[src/rtl/bfic_pkg.sv]
package bfic_pkg;

    // Default widths of the internal level and idle timer.
    localparam int LEVEL_WIDTH_DEF      = 8;
    localparam int IDLE_TIMER_WIDTH_DEF = 20;

    // Fixed widths of the configuration registers and result fields.
    localparam int BRIGHT_W   = 8;
    localparam int STEP_W     = 8;
    localparam int INTERVAL_W = 16;
    localparam int TIMEOUT_W  = 20;

    // Configuration register indexes (byte address is four times the index).
    localparam logic [1:0] REG_MAX_BRIGHTNESS  = 2'd0;
    localparam logic [1:0] REG_STEP_SIZE       = 2'd1;
    localparam logic [1:0] REG_STEP_PERIOD     = 2'd2;
    localparam logic [1:0] REG_IDLE_TIMEOUT_MS = 2'd3;

    // Reset values of the configuration registers.
    localparam logic [BRIGHT_W-1:0]   MAX_BRIGHTNESS_RST  = 8'd20;
    localparam logic [STEP_W-1:0]     STEP_SIZE_RST       = 8'd2;
    localparam logic [INTERVAL_W-1:0] STEP_PERIOD_RST     = 16'd60;
    localparam logic [TIMEOUT_W-1:0]  IDLE_TIMEOUT_MS_RST = 20'd30000;

    // Event kinds.
    localparam logic [1:0] FUNC_TICK       = 2'd0;
    localparam logic [1:0] FUNC_KEY        = 2'd1;
    localparam logic [1:0] FUNC_ACTIVITY   = 2'd2;
    localparam logic [1:0] FUNC_SET_ENABLE = 2'd3;

    // Light state codes as seen on the result word.
    localparam logic [1:0] LIGHT_CODE_OFF  = 2'd0;
    localparam logic [1:0] LIGHT_CODE_UP   = 2'd1;
    localparam logic [1:0] LIGHT_CODE_ON   = 2'd2;
    localparam logic [1:0] LIGHT_CODE_DOWN = 2'd3;

    typedef enum logic [3:0] {
        LS_OFF  = 4'b0001,
        LS_UP   = 4'b0010,
        LS_ON   = 4'b0100,
        LS_DOWN = 4'b1000
    } light_t;

    typedef struct packed {
        logic [1:0] func;
        logic       key_pressed;
        logic       key_is_local;
        logic       enable_value;
    } evt_word_t;

    typedef struct packed {
        logic [BRIGHT_W-1:0] brightness;
        logic [1:0]          light_state;
        logic                enabled;
    } res_word_t;

    typedef struct packed {
        logic [BRIGHT_W-1:0]   max_brightness;
        logic [STEP_W-1:0]     step_size;
        logic [INTERVAL_W-1:0] step_period;
        logic [TIMEOUT_W-1:0]  idle_timeout_ms;
    } cfg_t;

    function automatic logic [1:0] light_code(input light_t st);
        logic [1:0] code;
        case (st)
            LS_OFF:  code = LIGHT_CODE_OFF;
            LS_UP:   code = LIGHT_CODE_UP;
            LS_ON:   code = LIGHT_CODE_ON;
            LS_DOWN: code = LIGHT_CODE_DOWN;
            default: code = LIGHT_CODE_OFF;
        endcase
        return code;
    endfunction

endpackage

[src/rtl/bfic_engine.sv]
module bfic_engine
    import bfic_pkg::*;
#(
    parameter int LEVEL_WIDTH      = LEVEL_WIDTH_DEF,
    parameter int IDLE_TIMER_WIDTH = IDLE_TIMER_WIDTH_DEF
) (
    input  logic      clk,
    input  logic      rst_n,
    input  logic      fire,
    input  evt_word_t evt,
    input  cfg_t      cfg,
    output res_word_t res
);

    // Arithmetic width: wide enough for level and for the 8-bit step and max.
    localparam int AW = ((LEVEL_WIDTH > BRIGHT_W) ? LEVEL_WIDTH : BRIGHT_W) + 1;

    light_t                      fsm_reg, fsm_next;
    logic [LEVEL_WIDTH-1:0]      level_reg, level_next;
    logic                        en_reg, en_next;
    logic [INTERVAL_W-1:0]       fade_reg, fade_next;
    logic [IDLE_TIMER_WIDTH-1:0] idle_reg, idle_next;
    logic                        armed_reg, armed_next;

    logic [AW-1:0]         lvl_ext, step_ext, max_ext;
    logic [AW-1:0]         up_sum, up_level, dn_diff, dn_level;
    logic                  up_hit, dn_hit;
    logic [INTERVAL_W-1:0] fade_reload;
    logic                  act;

    assign lvl_ext  = AW'(level_reg);
    assign step_ext = AW'(cfg.step_size);
    assign max_ext  = AW'(cfg.max_brightness);

    assign up_sum   = lvl_ext + step_ext;
    assign up_hit   = (up_sum >= max_ext);
    assign up_level = up_hit ? max_ext : up_sum;

    assign dn_hit   = (lvl_ext <= step_ext);
    assign dn_diff  = lvl_ext - step_ext;
    assign dn_level = dn_hit ? '0 : ((dn_diff > max_ext) ? max_ext : dn_diff);

    assign fade_reload = (cfg.step_period == '0) ? INTERVAL_W'(1) : cfg.step_period;

    always_comb
    begin
        fsm_next   = fsm_reg;
        level_next = level_reg;
        en_next    = en_reg;
        fade_next  = fade_reg;
        idle_next  = idle_reg;
        armed_next = armed_reg;
        act        = 1'b0;

        case (evt.func)
            FUNC_TICK:
            begin
                // The fade timer is served first; the idle check sees its outcome.
                if (fade_reg != '0)
                begin
                    fade_next = fade_reg - INTERVAL_W'(1);
                    if (fade_next == '0)
                    begin
                        if (!en_reg)
                        begin
                            fsm_next   = LS_OFF;
                            level_next = '0;
                        end
                        else if (fsm_reg == LS_UP)
                        begin
                            level_next = LEVEL_WIDTH'(up_level);
                            if (up_hit)
                            begin
                                fsm_next = LS_ON;
                            end
                            fade_next = fade_reload;
                        end
                        else if (fsm_reg == LS_DOWN)
                        begin
                            level_next = LEVEL_WIDTH'(dn_level);
                            if (dn_hit)
                            begin
                                fsm_next = LS_OFF;
                            end
                            fade_next = fade_reload;
                        end
                    end
                end
                if (armed_reg)
                begin
                    if (idle_reg <= IDLE_TIMER_WIDTH'(1))
                    begin
                        idle_next  = '0;
                        armed_next = 1'b0;
                        if (fsm_next == LS_ON)
                        begin
                            fsm_next = LS_DOWN;
                            if (fade_next == '0)
                            begin
                                fade_next = INTERVAL_W'(1);
                            end
                        end
                    end
                    else
                    begin
                        idle_next = idle_reg - IDLE_TIMER_WIDTH'(1);
                    end
                end
            end
            FUNC_KEY:
            begin
                act = evt.key_pressed && evt.key_is_local;
            end
            FUNC_ACTIVITY:
            begin
                act = 1'b1;
            end
            FUNC_SET_ENABLE:
            begin
                en_next = evt.enable_value;
                if (!evt.enable_value)
                begin
                    armed_next = 1'b0;
                    idle_next  = '0;
                    fade_next  = '0;
                    fsm_next   = LS_OFF;
                    level_next = '0;
                end
                else
                begin
                    act = 1'b1;
                end
            end
            default:
            begin
                act = 1'b0;
            end
        endcase

        // Activity only counts while enabled; it starts a fade up from off or fading down and rearms idle.
        if (act && en_next)
        begin
            if (fsm_next inside {LS_OFF, LS_DOWN})
            begin
                fsm_next = LS_UP;
                if (fade_next == '0)
                begin
                    fade_next = INTERVAL_W'(1);
                end
            end
            idle_next  = IDLE_TIMER_WIDTH'(cfg.idle_timeout_ms);
            armed_next = 1'b1;
        end
    end

    always_ff @(posedge clk or negedge rst_n)
    begin
        if (!rst_n)
        begin
            fsm_reg   <= LS_OFF;
            level_reg <= '0;
            en_reg    <= 1'b0;
            fade_reg  <= '0;
            idle_reg  <= '0;
            armed_reg <= 1'b0;
        end
        else if (fire)
        begin
            fsm_reg   <= fsm_next;
            level_reg <= level_next;
            en_reg    <= en_next;
            fade_reg  <= fade_next;
            idle_reg  <= idle_next;
            armed_reg <= armed_next;
        end
    end

    assign res.brightness  = BRIGHT_W'(level_next);
    assign res.light_state = light_code(fsm_next);
    assign res.enabled     = en_next;

endmodule

[src/rtl/backlight_fade_idle_controller_core.sv]
// Path: an accepted word waits in the stage register, and its result is then
// registered in the result register; a stalled receiver can hold it in between.
// Throughput: one event word per cycle while the receiver does not stall; a result
// held by a stalled receiver fills the stage register and then raises evt_stall.
// Reset: rst_n is asynchronous and active low; it empties both pipeline registers,
// sets the light off at level 0, disabled, with both timers idle, and restores the
// configuration registers to their default values.
module backlight_fade_idle_controller_core
    import bfic_pkg::*;
#(
    parameter int LEVEL_WIDTH      = LEVEL_WIDTH_DEF,
    parameter int IDLE_TIMER_WIDTH = IDLE_TIMER_WIDTH_DEF
) (
    input  logic        clk,
    input  logic        rst_n,
    // Event channel.
    input  logic        evt_valid,
    output logic        evt_stall,
    input  evt_word_t   evt,
    // Result channel.
    output logic        res_valid,
    input  logic        res_stall,
    output res_word_t   res,
    // Configuration port.
    input  logic        psel,
    input  logic        penable,
    input  logic        pwrite,
    input  logic [3:0]  paddr,
    input  logic [31:0] pwdata,
    output logic [31:0] prdata,
    output logic        pready
);

    // The pipeline has two registers. The stage register holds an accepted event
    // word; the engine applies it to the controller state in the cycle it moves on,
    // and the result register then presents the state after the update. The stage
    // advances whenever the result register is empty or is being emptied; a result
    // waiting on a stalled receiver leaves one word in the stage register and then
    // stops the next word through evt_stall.

    logic      stage_valid_reg, stage_valid_next;
    evt_word_t stage_word_reg;
    logic      res_valid_reg, res_valid_next;
    res_word_t res_word_reg;
    res_word_t engine_res;
    cfg_t      cfg_reg;
    logic      advance;
    logic      evt_take;
    logic      cfg_write;

    assign advance   = stage_valid_reg && (!res_valid_reg || !res_stall);
    assign evt_stall = stage_valid_reg && !advance;
    assign evt_take  = evt_valid && !evt_stall;

    assign stage_valid_next = evt_take || (stage_valid_reg && !advance);
    assign res_valid_next   = advance || (res_valid_reg && res_stall);

    always_ff @(posedge clk or negedge rst_n)
    begin
        if (!rst_n)
        begin
            stage_valid_reg <= 1'b0;
            res_valid_reg   <= 1'b0;
        end
        else
        begin
            stage_valid_reg <= stage_valid_next;
            res_valid_reg   <= res_valid_next;
        end
    end

    // Payload registers carry no reset; their valid bits guard them.
    always_ff @(posedge clk)
    begin
        if (evt_take)
        begin
            stage_word_reg <= evt;
        end
        if (advance)
        begin
            res_word_reg <= engine_res;
        end
    end

    // The engine owns the light state machine, the level and both timers.
    bfic_engine #(
        .LEVEL_WIDTH      (LEVEL_WIDTH),
        .IDLE_TIMER_WIDTH (IDLE_TIMER_WIDTH)
    ) u_engine (
        .clk   (clk),
        .rst_n (rst_n),
        .fire  (advance),
        .evt   (stage_word_reg),
        .cfg   (cfg_reg),
        .res   (engine_res)
    );

    assign res_valid = res_valid_reg;
    assign res       = res_word_reg;

    // Configuration registers. Writes complete in the access phase; pready is tied
    // high so every transfer finishes without wait states. Registers are decoded
    // by word address, and written values are cut to the register's width.
    assign pready    = 1'b1;
    assign cfg_write = psel && penable && pwrite && pready;

    always_ff @(posedge clk or negedge rst_n)
    begin
        if (!rst_n)
        begin
            cfg_reg.max_brightness  <= MAX_BRIGHTNESS_RST;
            cfg_reg.step_size       <= STEP_SIZE_RST;
            cfg_reg.step_period     <= STEP_PERIOD_RST;
            cfg_reg.idle_timeout_ms <= IDLE_TIMEOUT_MS_RST;
        end
        else if (cfg_write)
        begin
            case (paddr[3:2])
                REG_MAX_BRIGHTNESS:  cfg_reg.max_brightness  <= pwdata[BRIGHT_W-1:0];
                REG_STEP_SIZE:       cfg_reg.step_size       <= pwdata[STEP_W-1:0];
                REG_STEP_PERIOD:     cfg_reg.step_period     <= pwdata[INTERVAL_W-1:0];
                REG_IDLE_TIMEOUT_MS: cfg_reg.idle_timeout_ms <= pwdata[TIMEOUT_W-1:0];
                default:             cfg_reg.max_brightness  <= cfg_reg.max_brightness;
            endcase
        end
    end

    // Read data returns the register at the addressed word, zero extended.
    always_comb
    begin
        case (paddr[3:2])
            REG_MAX_BRIGHTNESS:  prdata = 32'(cfg_reg.max_brightness);
            REG_STEP_SIZE:       prdata = 32'(cfg_reg.step_size);
            REG_STEP_PERIOD:     prdata = 32'(cfg_reg.step_period);
            REG_IDLE_TIMEOUT_MS: prdata = 32'(cfg_reg.idle_timeout_ms);
            default:             prdata = '0;
        endcase
    end

endmodule

[config.mk]
export PLATFORM = sky130hd
export DESIGN_NAME = backlight_fade_idle_controller_core
export DESIGN_NICKNAME = d
export VERILOG_FILES = /design/src/rtl/bfic_pkg.sv /design/src/rtl/bfic_engine.sv /design/src/rtl/backlight_fade_idle_controller_core.sv
export SDC_FILE = /design/constraint.sdc
export NUM_CORES = 1
export LEC_CHECK = 0
export ABC_AREA = 1
export ABC_CLOCK_PERIOD_IN_PS = 12100
export CORE_UTILIZATION = 45
export DETAILED_ROUTE_END_ITERATION = 6
export DONT_BUFFER_PORTS = 1
export GPL_TIMING_DRIVEN = 0
export PLACE_DENSITY = 0.56
export SYNTH_ARGS = -nofsm -noshare
export SYNTH_HDL_FRONTEND = slang
export SYNTH_SLANG_ARGS = --single-unit
[constraint.sdc]
create_clock -name clk -period 12.1 [get_ports clk]
set_clock_uncertainty 0.15 [all_clocks]
set_input_delay 3.025 -clock clk [delete_from_list [all_inputs] [get_ports clk]]
set_output_delay 3.025 -clock clk [all_outputs]
set_load 0.02 [all_outputs]
==> metrics.csv, run 1 <==
stage,metric,value,unit
outcome,status,"finished, final reports clean",
timing,slew_viol_final,0,
synth,netlist_area,8940,um2
synth,ys_seq_area_frac,0.347,
cts,post_cts_resized,0,
timing,hold-worst-slack,0.333,ns
worst_setup_path,regToRegStartpoint,cfg_reg[38],
cts,cts_root_buf,clkbuf_16,
cts,clockBufferDepth,2,
timing,finalSetupViolations,0,
worst_setup_path,cp-start-kind,input port,
flow_run,cap_violations,0,
cts,cts_hold_buf,0,
route,drc,0,
grt,grt_pass1_vias,7939,
route,viasPerCell,5.37,
cells_and_area,drive_gt1_frac,0.0904,
die,dieArea,20400,um2
cts,clkTransAtPathRegs,0.06,ns
die,num_io_pins,94,
synth,synthCells,1273,
synth,syn_avg_cell_area,7.02,um2
worst_setup_path,crit_path_start,paddr[3],
synth,synth_seq_cells,120,
cts,post_cts_buffers,0,
die,initial_core_util,0.459,
pwr,power_density,231,nW/um2
worst_setup_path,worst-path-max-fanout,10,
worst_hold_path,hp-start,cfg_reg[33],
cts,cts.sinks,120,
pwr,peakVddDrop,0.105,mV
grt,antenna_found_initial,0,
grt,grt_start_max_net_pins,105,
die,die_w,143,um
worst_setup_path,cp.required,8.92,ns
cts,h-tree-depth,4,
cts,cts_buffers,17,
timing,max_freq,128,MHz
die,die_h,143,um
timing,final.setup.tns,0,ns
synth,ys.flop_type,dfrtp_1,
synth,yosys_warnings,0,
worst_setup_path,endpoint_kind,primary output,
cts,clk_latency,0.43,ns
worst_setup_path,crit_type,input port to primary output,
place,port_buffers,0,
grt,track_usage,0.287,
worst_hold_path,worstHoldPathType,flip-flop to flip-flop,
cells_and_area,largest_register_ffs,52,
timing,hold_viol,0,
route,via_count,8496,
synth,yosys-top-cells-area,"dfrtp_1, nand2_1, o21ai_0",
grt,overflow,0,
synth,synth.distinct_cells,54,
synth,synthArstFlopShare,0.867,
timing,max-slew-margin-rel,0.273,
timing,worst_pin_slew,1.09,ns
timing,finalCriticalPeriod,7.81,ns
timing,rsz0062_at_grt,no,
place,gp_congestion,0.931,
route,wire_per_inst,17.6,um
route,wl,27800,um
timing,fin_crit_sh,0.645,
die,fp-row-count,51,
synth,synth_edf_count,16,
die,core,19500,um2
cells_and_area,diodes,0,
synth,synth_top_area_frac,0.249,
place,place_ws,4.29,ns
place,dp_hpwl,21300,um
route,dr.pass1.iters,5,
route,postRouteAntennaNets,0,
cells_and_area,fillerInstances,1987,
cells_and_area,nets,1394,
worst_setup_path,worstPathArrival,4.64,ns
cells_and_area,syn2layout_area_growth,10.8,%
cts,cts_tree,yes,
synth,synth_area_leader_cell,dfrtp_1,
grt,grt_pass1_wl,44100,um
timing,fin_ws,4.29,ns
route,drt_iter0_drc,706,
pwr,p_leak,4.89,nW
layout make-up:
class | count | area [um2] | share of cell area
flip-flops and latches | 120 | 3100 | 0.313
clock buffers | 24 | 504 | 0.0509
inverters | 157 | 589 | 0.0595
well taps | 265 | 332 | 0.0335
multi-input cells | 954 | 5030 | 0.508
plain buffers | 53 | 254 | 0.0257
clock inverters | 8 | 83.8 | 0.00847
logic make-up after synthesis:
kind of cell,after synthesis,share of synthesized area
compound gates,251,0.162
xor+xnor,27,0.0265
fa+ha+maj,43,0.0619
buf+inv,210,0.0944
flops,120,0.347
other cells,2,0.000840
simple gates,620,0.308
power breakdown:
group          internal (mW)  leakage, nW  switching, mW
Clock                  0.314        0.286          0.204
Sequential             0.509         1.44          0.113
Combinational          0.365         3.16          0.779
critical path, stage by stage:
cell      delay [ns]
inv_1           0.04
nor2_1          0.33
inv_1           0.14
clkbuf_1        0.32
o21ai_0         0.78
path summary, 6_finish.rpt:
kind / to / slack, ns / depth (start not counted)
max: prdata[12] / 4.29 / 5
min: cfg_reg[33] / 0.33 / 2
max reg2reg: res[2] / 7.45 / 29
min reg2reg: cfg_reg[33] / 0.33 / 2
max in group asynchronous: cfg_reg[46] / 9.39 / 0
min in group asynchronous: u_engine.level_reg[2] / 2.14 / 0
Yosys cell counts, types with 2 or more instances:
library cell  number
nand2_1          360
xnor2_1            6
nor2_8             2
buf_4             14
a21oi_1           57
ha_1              41
o21a_1             3
inv_2              7
a21o_1             3
o21ai_1            4
o32ai_1            3
and2_1             2
a31oi_1            4
nor2_1           101
nand2_2           19
nand3_2            5
buf_2              2
o311ai_0           2
inv_1            147
or2_2              4
dfrtp_1           89
clkinv_1           3
nor3_1             8
a221oi_1           6
o211ai_1           5
fa_1               2
dfstp_2           15
nor2_2             8
nor2_4             6
o21ai_0          122
nand4_1           26
nand2_4            3
o21bai_1           3
a211oi_1           2
o2111ai_1          6
nand3_1           71
clkbuf_1          36
xor2_1            21
o22ai_1           14
a22oi_1           11
edfxtp_1          16
conb_1             2
stage by stage:
step	cell area, um2	util	std cells	power [mW]
after global routing	9900	0.509	1581	2.47
after CTS	9900	0.509	1581	2.28
final	9900	0.509	1581	2.28
after detailed placement	9310	0.478	1549	1.76
after global placement	9310	0.478	1549	1.75
after floorplan	8980	-	1284	1.47
routing by layer:
metal  vias to the layer above  track usage  share of wire
met4                         0       0.0894          0.021
li1                       4221            -              -
met5                         -            0              0
met2                       276        0.444           0.45
met1                      3960        0.402           0.47
met3                        39       0.0547          0.060
cells in the final DEF (no fill, tap or decap), drive strengths merged, types with 6 or more instances in the layout:
cell type / count
a21oi: 57
a221oi: 6
a22oi: 12
buf: 17
clkbuf: 60
clkinv: 6
conb: 13
dfrtp: 89
dfstp: 15
edfxtp: 16
ha: 41
inv: 157
nand2: 382
nand3: 76
nand4: 27
nor2: 117
nor3: 9
o2111ai: 6
o21ai: 127
o22ai: 14
xnor2: 6
xor2: 21
Power figures use the tool's default switching activity.
==> inputs of run 2 (changes only) <==
ABC_AREA = 0   (was 1)
ABC_CLOCK_PERIOD_IN_PS = 6300   (was 12100)
PLACE_DENSITY = 0.58   (was 0.56)
clock period = 6.3 ns   (was 12.1 ns; I/O delays follow)
==> metrics.csv, run 2 <==
stage,metric,value,unit,change
grt,grt_pass1_wl,40600,um,"was 44,100 um"
worst_setup_path,cp-start-kind,flip-flop,,was input port
cts,cts_buffers,17,,unchanged
synth,synth_seq_cells,120,,unchanged
pwr,power_density,415,nW/um2,was 231 nW/um2
pwr,clock_power_share,0.255,,was 0.227
worst_setup_path,slowest_stage,o21ai_1,,was o21ai_0
route,postRouteAntennaNets,0,,unchanged
grt,track_usage,0.274,,was 0.287
cts,h-tree-depth,4,,unchanged
pwr,combPwrFrac,0.433,,was 0.501
place,port_buffers,0,,unchanged
place,gp_congestion,0.936,,was 0.931
cells_and_area,nets,1050,,"was 1,394"
synth,synth_edf_count,16,,unchanged
die,core,18200,um2,"was 19,500 um2"
timing,hold_viol,0,,unchanged
worst_setup_path,r2r_slack,0.75,ns,was 7.45 ns
worst_setup_path,regToRegStartpoint,u_engine.level_reg[2],,was cfg_reg[38]
worst_setup_path,worstPathCellList,"ha_1, clkbuf_1, nand2b_1, a221oi_1, o21ai_0, nand2_1, xor2_1, inv_1, ha_1, nand4_1, o311a_1, o21ai_1, clkbuf_1, mux2i_1, a21oi_1, a21oi_1, o21ai_0, a31o_2",,"was inv_1, nor2_1, inv_1, clkbuf_1, o21ai_0"
cts,post_cts_buffers,0,,unchanged
synth,yosys_warnings,0,,unchanged
worst_setup_path,worstPathArrival,5.58,ns,was 4.64 ns
timing,slew_viol_final,0,,unchanged
cts,cts_root_buf,clkbuf_16,,unchanged
worst_hold_path,min_delay_path_depth,1,,was 2
timing,finalCriticalPeriod,5.55,ns,
timing,final.setup.tns,0,ns,unchanged
cts,post_cts_resized,0,,unchanged
grt,grt_pass1_vias,6956,,"was 7,939"
route,wl,25900,um,"was 27,800 um"
outcome,status,"finished, final reports clean",,unchanged
synth,synth_top_area_frac,0.262,,was 0.249
worst_setup_path,worst-path-max-fanout,10,,unchanged
synth,netlist_area,8490,um2,was 8940 um2
cts,clockBufferDepth,2,,unchanged
route,wire_per_inst,21.6,um,was 17.6 um
synth,ys.flop_type,dfrtp_1,,unchanged
synth,syn_avg_cell_area,9.13,um2,was 7.02 um2
pwr,switching_share,0.430,,was 0.480
synth,yosys-top-cells-area,"dfrtp_1, mux2_2, ha_1",,"was dfrtp_1, nand2_1, o21ai_0"
pwr,intPower,2.22,mW,was 1.19 mW
pwr,seq_power_share,0.312,,was 0.272
die,die_h,139,um,was 143 um
timing,rsz0062_at_grt,no,,unchanged
pwr,power.switching,1.68,mW,was 1.09 mW
die,dieArea,19400,um2,"was 20,400 um2"
route,viasPerCell,6.18,,was 5.37
cells_and_area,fin_cells,1202,,"was 1,581"
route,dr.pass1.iters,5,,unchanged
cts,clkTransAtPathRegs,0.06,ns,about the same
synth,yosysMostFrequentCell,dfrtp_1,,was nand2_1
worst_setup_path,crit_type,flip-flop to flip-flop,,was input port to primary output
cells_and_area,fillerInstances,1740,,"was 1,987"
route,drc,0,,unchanged
worst_hold_path,worstHoldEndpoint,res_valid,,was cfg_reg[33]
die,fp-row-count,49,,was 51
timing,finalSetupViolations,0,,unchanged
cells_and_area,largest_register_ffs,52,,unchanged
pwr,peakVddDrop,0.243,mV,was 0.105 mV
die,die_w,139,um,was 143 um
route,drt_iter0_drc,660,,was 706
synth,ys_top_cells_by_count,"dfrtp_1, o21ai_0, nand2_1, a21oi_1, nor2_1",,"was nand2_1, inv_1, o21ai_0, nor2_1, dfrtp_1"
cells_and_area,fin_util,0.517,,was 0.509
cells_and_area,syn2layout_area_growth,10.9,%,was 10.8%
grt,overflow,0,,unchanged
worst_setup_path,cp.required,6.33,ns,was 8.92 ns
place,placed_cell_area,8810,um2,was 9310 um2
cts,cts.sinks,120,,unchanged
worst_setup_path,rr_worst_depth,18,,was 29
place,dp_hpwl,19600,um,"was 21,300 um"
cts,cts_hold_buf,0,,unchanged
synth,synthArstFlopShare,0.867,,unchanged
synth,synthCells,929,,"was 1,273"
worst_setup_path,critPathTopFamily,compound AO/OA/AOI/OAI gates,,unchanged
worst_setup_path,cp_num_buf_inv,3,,unchanged
timing,max-slew-margin-rel,0.140,,was 0.273
flow_run,cap_violations,0,,unchanged
cts,cts_tree,yes,,unchanged
worst_setup_path,timing.rr.end,res[4],,was res[2]
grt,antenna_found_initial,2,,was 0
worst_setup_path,path_depth,18,,was 5
synth,synth.distinct_cells,84,,was 54
cts,clk_latency,0.42,ns,was 0.43 ns
cells_and_area,layout_commonest_cell,dfrtp_1,,was nand2_1
die,initial_core_util,0.466,,was 0.459
grt,grt_start_max_net_pins,105,,unchanged
worst_setup_path,max_stage_delay,0.51,ns,was 0.78 ns
cells_and_area,finish.instance_area,9410,um2,was 9900 um2
synth,ys_seq_area_frac,0.366,,was 0.347
worst_hold_path,worstHoldPathType,flip-flop to flip-flop,,unchanged
die,num_io_pins,94,,unchanged
worst_setup_path,endpoint_kind,flip-flop,,was primary output
timing,worst_pin_slew,1.29,ns,was 1.09 ns
place,place_inst,1169,,"was 1,549"
timing,fin_crit_sh,0.881,,
cells_and_area,drive_gt1_frac,0.150,,was 0.0904
worst_hold_path,hp-start,stage_valid_reg,,was cfg_reg[33]
synth,synth_area_leader_cell,dfrtp_1,,unchanged
timing,max_freq,180,MHz,
cells_and_area,layout_common_cells,"dfrtp_1, o21ai_0, nand2_1",,"was nand2_1, inv_1, o21ai_0"
pwr,p_leak,3.86,nW,was 4.89 nW
route,via_count,7425,,"was 8,496"
## run 2: kinds of logic (layout without fill, tap and decap cells)
kind of cell             after synthesis  in the layout  share of synthesized area
multiplexers                          72             72                      0.104
XOR/XNOR                              22             22                     0.0236
AO/OA/AOI/OAI                        277            277                      0.207
flip-flops                           120            120                      0.366
buffers and inverters                103            135                     0.0528
AND/OR/NAND/NOR                      290            290                      0.181
adder cells (fa/ha/maj)               43             43                     0.0652
other                                  2             14                   0.000885
## run 2: area by class of cell
class | instances | area (um2) | area share
Antenna cell | 1 | 2.50 | 0.000266
Buffer | 61 | 290 | 0.0308
Clock buffer | 20 | 457 | 0.0485
Clock inverter | 12 | 138 | 0.0146
Inverter | 42 | 158 | 0.0168
Multi-Input combinational cell | 717 | 4980 | 0.529
Sequential cell | 120 | 3100 | 0.330
Tap cell | 229 | 287 | 0.0304
## run 2: power groups by stage
stage          clock network [mW]  logic (mW)  registers [mW]
3_3_place_gp                    0        1.66            1.22
4_1_cts                      1.01        1.66            1.21
2_1_floorplan                   0        1.28            1.14
3_5_place_dp                    0        1.65            1.23
6_report                    0.994        1.69            1.22
5_1_grt                      1.05        1.85            1.25
## run 2: metrics by stage
| stage | worst slack, ns | hold slack, ns | power, mW |
|---|---|---|---|
| after floorplan | 1.68 | 0.307 | 2.42 |
| after global placement | 0.942 | 0.318 | 2.88 |
| after detailed placement | 0.913 | 0.328 | 2.88 |
| after CTS | 0.896 | 0.342 | 3.88 |
| after global routing | 0.388 | 0.377 | 4.14 |
| final | 0.747 | 0.338 | 3.90 |
## run 2: how the worst max path moves through the flow
stage,to,slack (ns),from
global placement,res[4],0.94,u_engine.level_reg[2]
CTS,res[4],0.90,u_engine.level_reg[2]
floorplan,prdata[2],1.68,paddr[2]
finish,res[4],0.75,u_engine.level_reg[2]
detailed placement,res[4],0.91,u_engine.level_reg[2]
global route,res[8],0.39,u_engine.level_reg[2]
## run 2: worst reg2reg max path: cells and delay by family, from the launching register on
kind	cells	cell delay, ns
AO/OA/AOI/OAI	8	2.26
XOR/XNOR	1	0.20
adder cells (fa/ha/maj)	2	0.62
buffers and inverters	3	0.77
flip-flops	1	0.48
multiplexers	1	0.45
AND/OR/NAND/NOR	3	0.40
## run 2: metal layers
layer / routed length [um] / share of wire / up-vias / global-route usage
met2: 11600 / 0.45 / 283 / 0.413
met4: 503 / 0.019 / 2 / 0.0813
met1: 11800 / 0.46 / 3603 / 0.381
li1: - / - / 3495 / -
met3: 2040 / 0.079 / 42 / 0.0795
met5: 13 / 0.00050 / - / 0
==> inputs of run 3 (changes only) <==
ABC_AREA = not set   (was 0)
CORE_ASPECT_RATIO = 2   (was not set)
CTS_BUF_LIST = sky130_fd_sc_hd__clkbuf_4 sky130_fd_sc_hd__clkbuf_8 sky130_fd_sc_hd__clkbuf_16   (was not set)
==> metrics.csv, run 3 (synthesized netlist as in run 2, its figures left out) <==
stage,metric,value,unit,change
worst_hold_path,worstHoldPathType,flip-flop to flip-flop,,unchanged
timing,final.setup.tns,0,ns,unchanged
route,via_count,7480,,"was 7,425"
timing,max_freq,171,MHz,was 180 MHz
worst_setup_path,worstPathArrival,5.87,ns,was 5.58 ns
cells_and_area,largest_register_ffs,52,,unchanged
grt,overflow,0,,unchanged
worst_setup_path,endpoint_kind,flip-flop,,unchanged
worst_setup_path,critPathTopFamily,compound AO/OA/AOI/OAI gates,,unchanged
grt,track_usage,0.303,,was 0.274
cts,cts_buffers,17,,unchanged
pwr,power_density,423,nW/um2,was 415 nW/um2
pwr,seq_power_share,0.305,,was 0.312
route,wl,28200,um,"was 25,900 um"
pwr,clock_power_share,0.261,,was 0.255
route,postRouteAntennaNets,0,,unchanged
timing,worst_pin_slew,1.27,ns,was 1.29 ns
cells_and_area,syn2layout_area_growth,11.2,%,was 10.9%
worst_setup_path,r2r_slack,0.46,ns,was 0.75 ns
worst_hold_path,worstHoldEndpoint,res_valid,,unchanged
die,dieArea,19400,um2,about the same
outcome,status,"finished, final reports clean",,unchanged
pwr,total_power,3.99,mW,was 3.90 mW
cts,clkTransAtPathRegs,0.06,ns,about the same
route,wire_per_inst,23.7,um,was 21.6 um
worst_setup_path,worst-path-max-fanout,10,,unchanged
cts,post_cts_resized,0,,unchanged
place,placed_cell_area,8800,um2,was 8810 um2
worst_setup_path,timing.rr.end,res[4],,unchanged
worst_hold_path,hp-start,stage_valid_reg,,unchanged
cells_and_area,diodes,0,,was 1
pwr,power.switching,1.71,mW,was 1.68 mW
cts,h-tree-depth,4,,unchanged
place,place_ws,0.488,ns,was 0.913 ns
timing,fin_ws,0.462,ns,was 0.747 ns
worst_setup_path,rr_worst_depth,18,,unchanged
worst_setup_path,max_stage_delay,0.55,ns,was 0.51 ns
cts,cts.sinks,120,,unchanged
worst_hold_path,min_delay_path_depth,1,,unchanged
timing,finalSetupViolations,0,,unchanged
pwr,switching_share,0.427,,was 0.430
cts,cts_root_buf,clkbuf_16,,unchanged
cells_and_area,finish.instance_area,9440,um2,was 9410 um2
pwr,combPwrFrac,0.434,,was 0.433
cells_and_area,drive_gt1_frac,0.151,,was 0.150
cts,post_cts_buffers,0,,unchanged
worst_setup_path,worstPathCellList,"ha_1, clkbuf_1, nand2b_1, a221oi_1, o21ai_0, nand2_1, xor2_1, inv_1, ha_1, nand4_1, o311a_1, o21ai_1, clkbuf_1, mux2i_1, a21oi_1, a21oi_1, o21ai_0, a31o_2",,unchanged
cells_and_area,layout_commonest_cell,dfrtp_1,,unchanged
pwr,intPower,2.29,mW,was 2.22 mW
timing,max-slew-margin-rel,0.139,,was 0.140
timing,slew_viol_final,0,,unchanged
cts,cts_hold_buf,0,,unchanged
worst_setup_path,cp.required,6.33,ns,about the same
timing,fin_crit_sh,0.927,,was 0.881
die,fp-row-count,70,,was 49
place,port_buffers,0,,unchanged
worst_setup_path,crit_type,flip-flop to flip-flop,,unchanged
worst_setup_path,slowest_stage,dfrtp_1,,was o21ai_1
flow_run,cap_violations,0,,unchanged
timing,finalCriticalPeriod,5.84,ns,was 5.55 ns
timing,rsz0062_at_grt,no,,unchanged
route,viasPerCell,6.30,,was 6.18
cts,clockBufferDepth,2,,unchanged
worst_setup_path,cp_num_buf_inv,3,,unchanged
cells_and_area,nets,1050,,unchanged
worst_setup_path,cp-start-kind,flip-flop,,unchanged
die,die_w,99.1,um,was 139 um
die,core,18400,um2,"was 18,200 um2"
timing,hold_viol,0,,unchanged
route,drc,0,,unchanged
die,num_io_pins,94,,unchanged
grt,antenna_found_initial,0,,was 2
route,drt_iter0_drc,466,,was 660
grt,grt_pass1_vias,7717,,"was 6,956"
place,gp_congestion,0.973,,was 0.936
pwr,p_leak,3.88,nW,was 3.86 nW
cells_and_area,layout_common_cells,"dfrtp_1, o21ai_0, nand2_1",,unchanged
die,initial_core_util,0.461,,was 0.466
cts,clk_latency,0.43,ns,was 0.42 ns
place,dp_hpwl,21700,um,"was 19,600 um"
route,dr.pass1.iters,5,,unchanged
grt,grt_pass1_wl,43600,um,"was 40,600 um"
grt,grt_start_max_net_pins,105,,unchanged
cells_and_area,fin_util,0.513,,was 0.517
cts,cts_tree,yes,,unchanged
die,die_h,196,um,was 139 um
pwr,peakVddDrop,0.229,mV,was 0.243 mV
worst_setup_path,regToRegStartpoint,u_engine.level_reg[2],,unchanged
run 3: cell types whose count changed in the layout (fill, tap and decap cells not counted), sizes merged:
cell and change:
diode -1, clkinv -2, clkbuf +4, clkinvlp +2, inv -4
run 3: area by class of cell:
cell class	count	area, um2
sequential	120	3100
clock buffer	24	533
fill	1769	8960
buffer	61	290
inverter	42	158
clock inverter	8	106
multi-input combinational	717	4980
tap	216	270
run 3: per-layer routing:
layer / wire (um) / share of wire / GRT usage / vias to the layer above
met5: 0 / 0 / 0 / -
met4: 2370 / 0.084 / 0.241 / 0
met3: 1170 / 0.042 / 0.0445 / 117
li1: - / - / - / 3482
met1: 9820 / 0.35 / 0.301 / 3583
met2: 14800 / 0.53 / 0.554 / 298
run 3: power groups by stage:
stage / combinational, mW / clock [mW] / sequential, mW
CTS: 1.71 / 1.06 / 1.21
floorplan: 1.28 / 0 / 1.14
finish: 1.73 / 1.04 / 1.22
global placement: 1.69 / 0 / 1.22
detailed placement: 1.70 / 0 / 1.23
global route: 1.89 / 1.09 / 1.24
run 3: how the worst max path moves through the flow:
stage | from | endpoint | slack (ns) | depth (start not counted)
6_report | u_engine.level_reg[2] | res[4] | 0.46 | 18
5_1_grt | u_engine.level_reg[2] | res[5] | 0.10 | 18
4_1_cts | u_engine.level_reg[2] | res[5] | 0.45 | 18
3_5_place_dp | u_engine.level_reg[2] | res[4] | 0.49 | 18
3_3_place_gp | u_engine.level_reg[2] | res[5] | 0.48 | 18
2_1_floorplan | paddr[2] | prdata[2] | 1.68 | 3
run 3: through the flow:
stage	hold slack [ns]	cells
floorplan	0.307	940
global placement	0.327	1156
detailed placement	0.334	1156
CTS	0.346	1188
global route	0.366	1188
finish	0.343	1188
